==> config.mk <==
export PLATFORM = sky130hd
export DESIGN_NAME = bbfc_ctrl
export DESIGN_NICKNAME = d
export VERILOG_FILES = /design/src/rtl/bbfc_pkg.sv /design/src/rtl/bbfc_ctrl.sv
export SDC_FILE = /design/constraint.sdc
export NUM_CORES = 1
export LEC_CHECK = 0
export BUFFER_PORTS_ARGS = -buffer_cell sky130_fd_sc_hd__buf_2
export CAP_MARGIN = 20
export CORE_AREA = 2 2 39 41
export DETAILED_ROUTE_END_ITERATION = 10
export DIE_AREA = 0 0 41 43
export PLACE_DENSITY = 0.62
export SKIP_LAST_GASP = 1
export SYNTH_ARGS = -nofsm -noshare
export SYNTH_HDL_FRONTEND = slang
export SYNTH_SLANG_ARGS = --single-unit
==> constraint.sdc <==
create_clock -name aclk -period 3.5 [get_ports aclk]
set_input_delay 0.7 -clock aclk [delete_from_list [all_inputs] [get_ports aclk]]
set_output_delay 0.7 -clock aclk [all_outputs]
set_load 0.02 [all_outputs]
==> src/rtl/bbfc_pkg.sv <==
// Package with the shared constants, codes and control structures of the buddy free block.
package bbfc_pkg;

    localparam int DEF_PAGE_CAPACITY = 4096;
    localparam int DEF_ORDER_COUNT   = 13;

    localparam int FRAME_W   = 52;
    localparam int ORD_IN_W  = 4;
    localparam int CNT_W     = 13;
    localparam int S_DATA_W  = 56;
    localparam int M_DATA_W  = 88;
    localparam int CFG_DATA_W = 64;
    localparam int CFG_ADDR_W = 4;
    localparam int WORD_BITS = 64;

    typedef enum logic [1:0] {
        ST_OK           = 2'd0,
        ST_MISALIGNED   = 2'd1,
        ST_OUT_OF_RANGE = 2'd2,
        ST_ALREADY_FREE = 2'd3
    } status_t;

    typedef enum logic {
        REG_BASE_FRAME = 1'b0,
        REG_PAGE_COUNT = 1'b1
    } reg_index_t;

    typedef struct packed {
        logic clr;
        logic load;
        logic offs;
        logic range;
        logic scan_rd;
        logic scan_chk;
        logic mark_rd;
        logic mark_wr;
        logic mcalc;
        logic mrd;
        logic merge;
        logic fin;
        logic out_load;
    } ctrl_cmd_t;

    typedef struct packed {
        logic clr_last;
        logic reject;
        logic hit;
        logic last_word;
        logic at_top;
        logic b_inrange;
        logic can_merge;
        logic out_busy;
    } dp_stat_t;

endpackage

==> src/rtl/bbfc_ctrl.sv <==
// Controller state machine that sequences checking, marking and merging of one freed block.
module bbfc_ctrl (
    input  logic                aclk,
    input  logic                aresetn,
    input  logic                s_tvalid,
    output logic                s_tready,
    input  bbfc_pkg::dp_stat_t  stat,
    output bbfc_pkg::ctrl_cmd_t cmd
);

    typedef enum logic [3:0] {
        CLR, IDLE, OFFS, RANGE, SRD, SCHK, MRDW, MWR, MCALC, MRD, MCHK, FIN, DONE
    } state_t;

    state_t state_reg, state_next;

    always_comb begin
        state_next = state_reg;
        cmd = '0;
        unique case (state_reg)
            CLR: begin
                cmd.clr = 1'b1;
                if (stat.clr_last) state_next = IDLE;
            end
            IDLE: begin
                if (s_tvalid) begin
                    cmd.load = 1'b1;
                    state_next = OFFS;
                end
            end
            OFFS: begin
                cmd.offs = 1'b1;
                state_next = RANGE;
            end
            RANGE: begin
                cmd.range = 1'b1;
                state_next = SRD;
            end
            SRD: begin
                if (stat.reject) begin
                    state_next = DONE;
                end else begin
                    cmd.scan_rd = 1'b1;
                    state_next = SCHK;
                end
            end
            SCHK: begin
                cmd.scan_chk = 1'b1;
                priority if (stat.hit) state_next = DONE;
                else if (stat.last_word) state_next = MRDW;
                else state_next = SRD;
            end
            MRDW: begin
                cmd.mark_rd = 1'b1;
                state_next = MWR;
            end
            MWR: begin
                cmd.mark_wr = 1'b1;
                state_next = stat.last_word ? MCALC : MRDW;
            end
            MCALC: begin
                if (stat.at_top) begin
                    state_next = FIN;
                end else begin
                    cmd.mcalc = 1'b1;
                    state_next = MRD;
                end
            end
            MRD: begin
                if (stat.b_inrange) begin
                    cmd.mrd = 1'b1;
                    state_next = MCHK;
                end else begin
                    state_next = FIN;
                end
            end
            MCHK: begin
                if (stat.can_merge) begin
                    cmd.merge = 1'b1;
                    state_next = MCALC;
                end else begin
                    state_next = FIN;
                end
            end
            FIN: begin
                cmd.fin = 1'b1;
                state_next = DONE;
            end
            DONE: begin
                if (!stat.out_busy) begin
                    cmd.out_load = 1'b1;
                    state_next = IDLE;
                end
            end
            default: state_next = IDLE;
        endcase
    end

    always_ff @(posedge aclk) begin
        if (!aresetn) begin
            state_reg <= CLR;
        end else begin
            state_reg <= state_next;
        end
    end

    assign s_tready = (state_reg == IDLE);

endmodule

==> impl_metrics.ini <==
[synthesis]
async_reset_ff_share_pct = 0
seq_area_frac_synth_pct = 17.1
ys_types = 29
synth_edf_count = 0
synth_warnings = 0
ys_ff_latch = 4
syn_inst = 64
synth.avg_cell_area_um2 = 7.31
ys.flop_type = dfxtp_1
synth_area_um2 = 468
syn_nets = 75

[clock_network]
clk_latency_ns = 0.22
tritoncts = built
clockBufferDepth = 2
root_buffer = clkbuf_4
cts_buffers = 3
post_cts_resized = 0
cts_setup_buffers = 0
hold_buffers = 0
clock_sinks = 4
htree_levels = 1
path_clk_slew_ns = 0.04

[routing]
drtIter0Drc = 11
firstDrtPassIters = 4
finalWirelength_mm = 1.17
antenna_left = 0
drc_errors = 0
vias_per_cell = 5.41
num_vias = 546
wl_per_cell_um = 11.6

[layout]
synthToLayoutAreaGrowth_pct = 26.5
final_cell_mix = 24 x buf_2, 7 x nor2_1, 7 x nor3_1
insertedDiodeCount = 0
final_common_cell = buf_2
design_area_um2 = 592
nets = 98
largest_reg_flops = 4
finalNonFillerCells = 101
final_util_pct = 42.8
drive_above_1_share_pct = 40.0

[timing]
hold_viol = 0
slew_violations = 0
holdWs_ns = 0.716
rsz0062_at_grt = false
skew_ns = 0.000104
fmax_mhz = 420
postLayoutSetupSlackWorst_ns = 1.12
min_period_ns = 2.38
fin_setup_tns_ns = 0
slew_headroom_pct = 60.0
worstMarginPinSlew_ns = 0.599
period_share_pct = 68.0
setup_viol = 0

[floorplanning]
start_util_pct = 33.8
die_w_um = 41
boundaryPins = 25
coreArea_um2 = 1380
fp.dieArea_um2 = 1760
fp.dieH_um = 43
num_rows = 14

[critical_path]
r2r_slack_ns = 1.91
cp_slowest_stage_delay_ns = 0.65
cp.arrival_ns = 1.68
critical_path_class = flip-flop to primary output
cp_cell_sequence = or2b_1 > nor3_1 > and2_1 > buf_2
start_kind = flip-flop
cp_data_required_time_ns = 2.80
r2r-end = state_reg[1]
crit_buf_inv = 1
cp_slowest_cell = dfxtp_1
cp_top_family = simple AND/OR/NAND/NOR gates
reg2regPathDepth = 4
r2r-start = state_reg[0]
cp-end-kind = primary output
cp_max_fo = 15

[worst_hold_path]
holdPathEnd = state_reg[2]
hold_path_class = flip-flop to flip-flop
hp-start = state_reg[0]
whs_path_depth = 2

[placement]
place_area_um2 = 569
gp_congestion = 0.757
dp_hpwl_um = 892
io_buffers = 24
pre_cts_slack_ns = 1.37
dp_cells = 98

[global_route]
grt_first_pass_wirelength_mm = 1.75
antenna_found_initial = 0
grt_usage_pct = 13.5
grtUsageMet2_pct = 21.6
grt_use_met3_pct = 0
grt.met1_usage_pct = 20.2
grt_pass1_vias = 414
grt_max_degree = 19
grt_busiest_layer = met2
grt_overflow = 0

[outcome]
outcome = complete, no violations

[flow_run]
maxCapViolations = 0

[pwr]
ir_drop_v = 0.0000896
p_per_area_nw_per_um2 = 249
finalPower_mw = 0.147
p_leak_nw = 0.273
## kinds of logic after synthesis
kind of cell	Yosys count	synth area share [%]
multiplexers	1	2.14
buffers and inverters	6	8.29
flip-flops	4	17.1
AND/OR/NAND/NOR	34	40.1
AO/OA/AOI/OAI	19	32.3
## worst reg2reg max path: stages, from the launching register on
cell	delay [ns]
dfxtp_1	0.65
a21oi_1	0.18
a22o_1	0.29
a221oi_2	0.28
nor3b_2	0.07
## report_power, final
group	leakage (nW)	internal, mW	total (mW)	switching, mW
logic	0.226	0.0189	0.0394	0.0205
clock network	0.0138	0.0381	0.0537	0.0155
registers	0.0325	0.0474	0.0542	0.00682
total	0.273	0.104	0.147	0.0429
## cells in the mapped netlist (2+ instances only)
cell,count,area share (%)
a211oi_2,2,5.3
nor2b_1,5,6.7
a21oi_1,6,6.4
nor3_1,7,7.5
and3_1,2,2.7
dfxtp_1,4,17
a31oi_1,2,2.7
nand2b_1,4,5.3
a21boi_1,2,3.2
nor2_1,7,5.6
buf_2,4,4.3
nand2_1,2,1.6
## final cells by class
class,instances,area [µm²]
Clock buffer,3,22.5
Fill cell,147,792
Multi-Input combinational cell,54,349
Sequential cell,4,80.1
Tap cell,16,20.0
Timing Repair Buffer,24,120
## per-layer routing
layer / vias to the layer above / part of all wire, %
li1: 278 / -
met1: 250 / 44
met2: 18 / 51
met3: 0 / 5.1
met4: 0 / 0
met5: - / 0
## how the worst max path moves through the flow
| stage | startpoint | endpoint | slack [ns] | cells after the start |
|---|---|---|---|---|
| final | state_reg[0] | cmd[11] | 1.12 | 4 |
| after global routing | state_reg[0] | cmd[11] | 1.00 | 4 |
| after CTS | state_reg[0] | cmd[11] | 1.13 | 4 |
| after detailed placement | state_reg[0] | cmd[11] | 1.37 | 4 |
| after global placement | state_reg[0] | cmd[11] | 1.41 | 4 |
| after floorplan | state_reg[0] | cmd[11] | 1.34 | 3 |
Note: power is estimated with default switching activity, not from simulation.
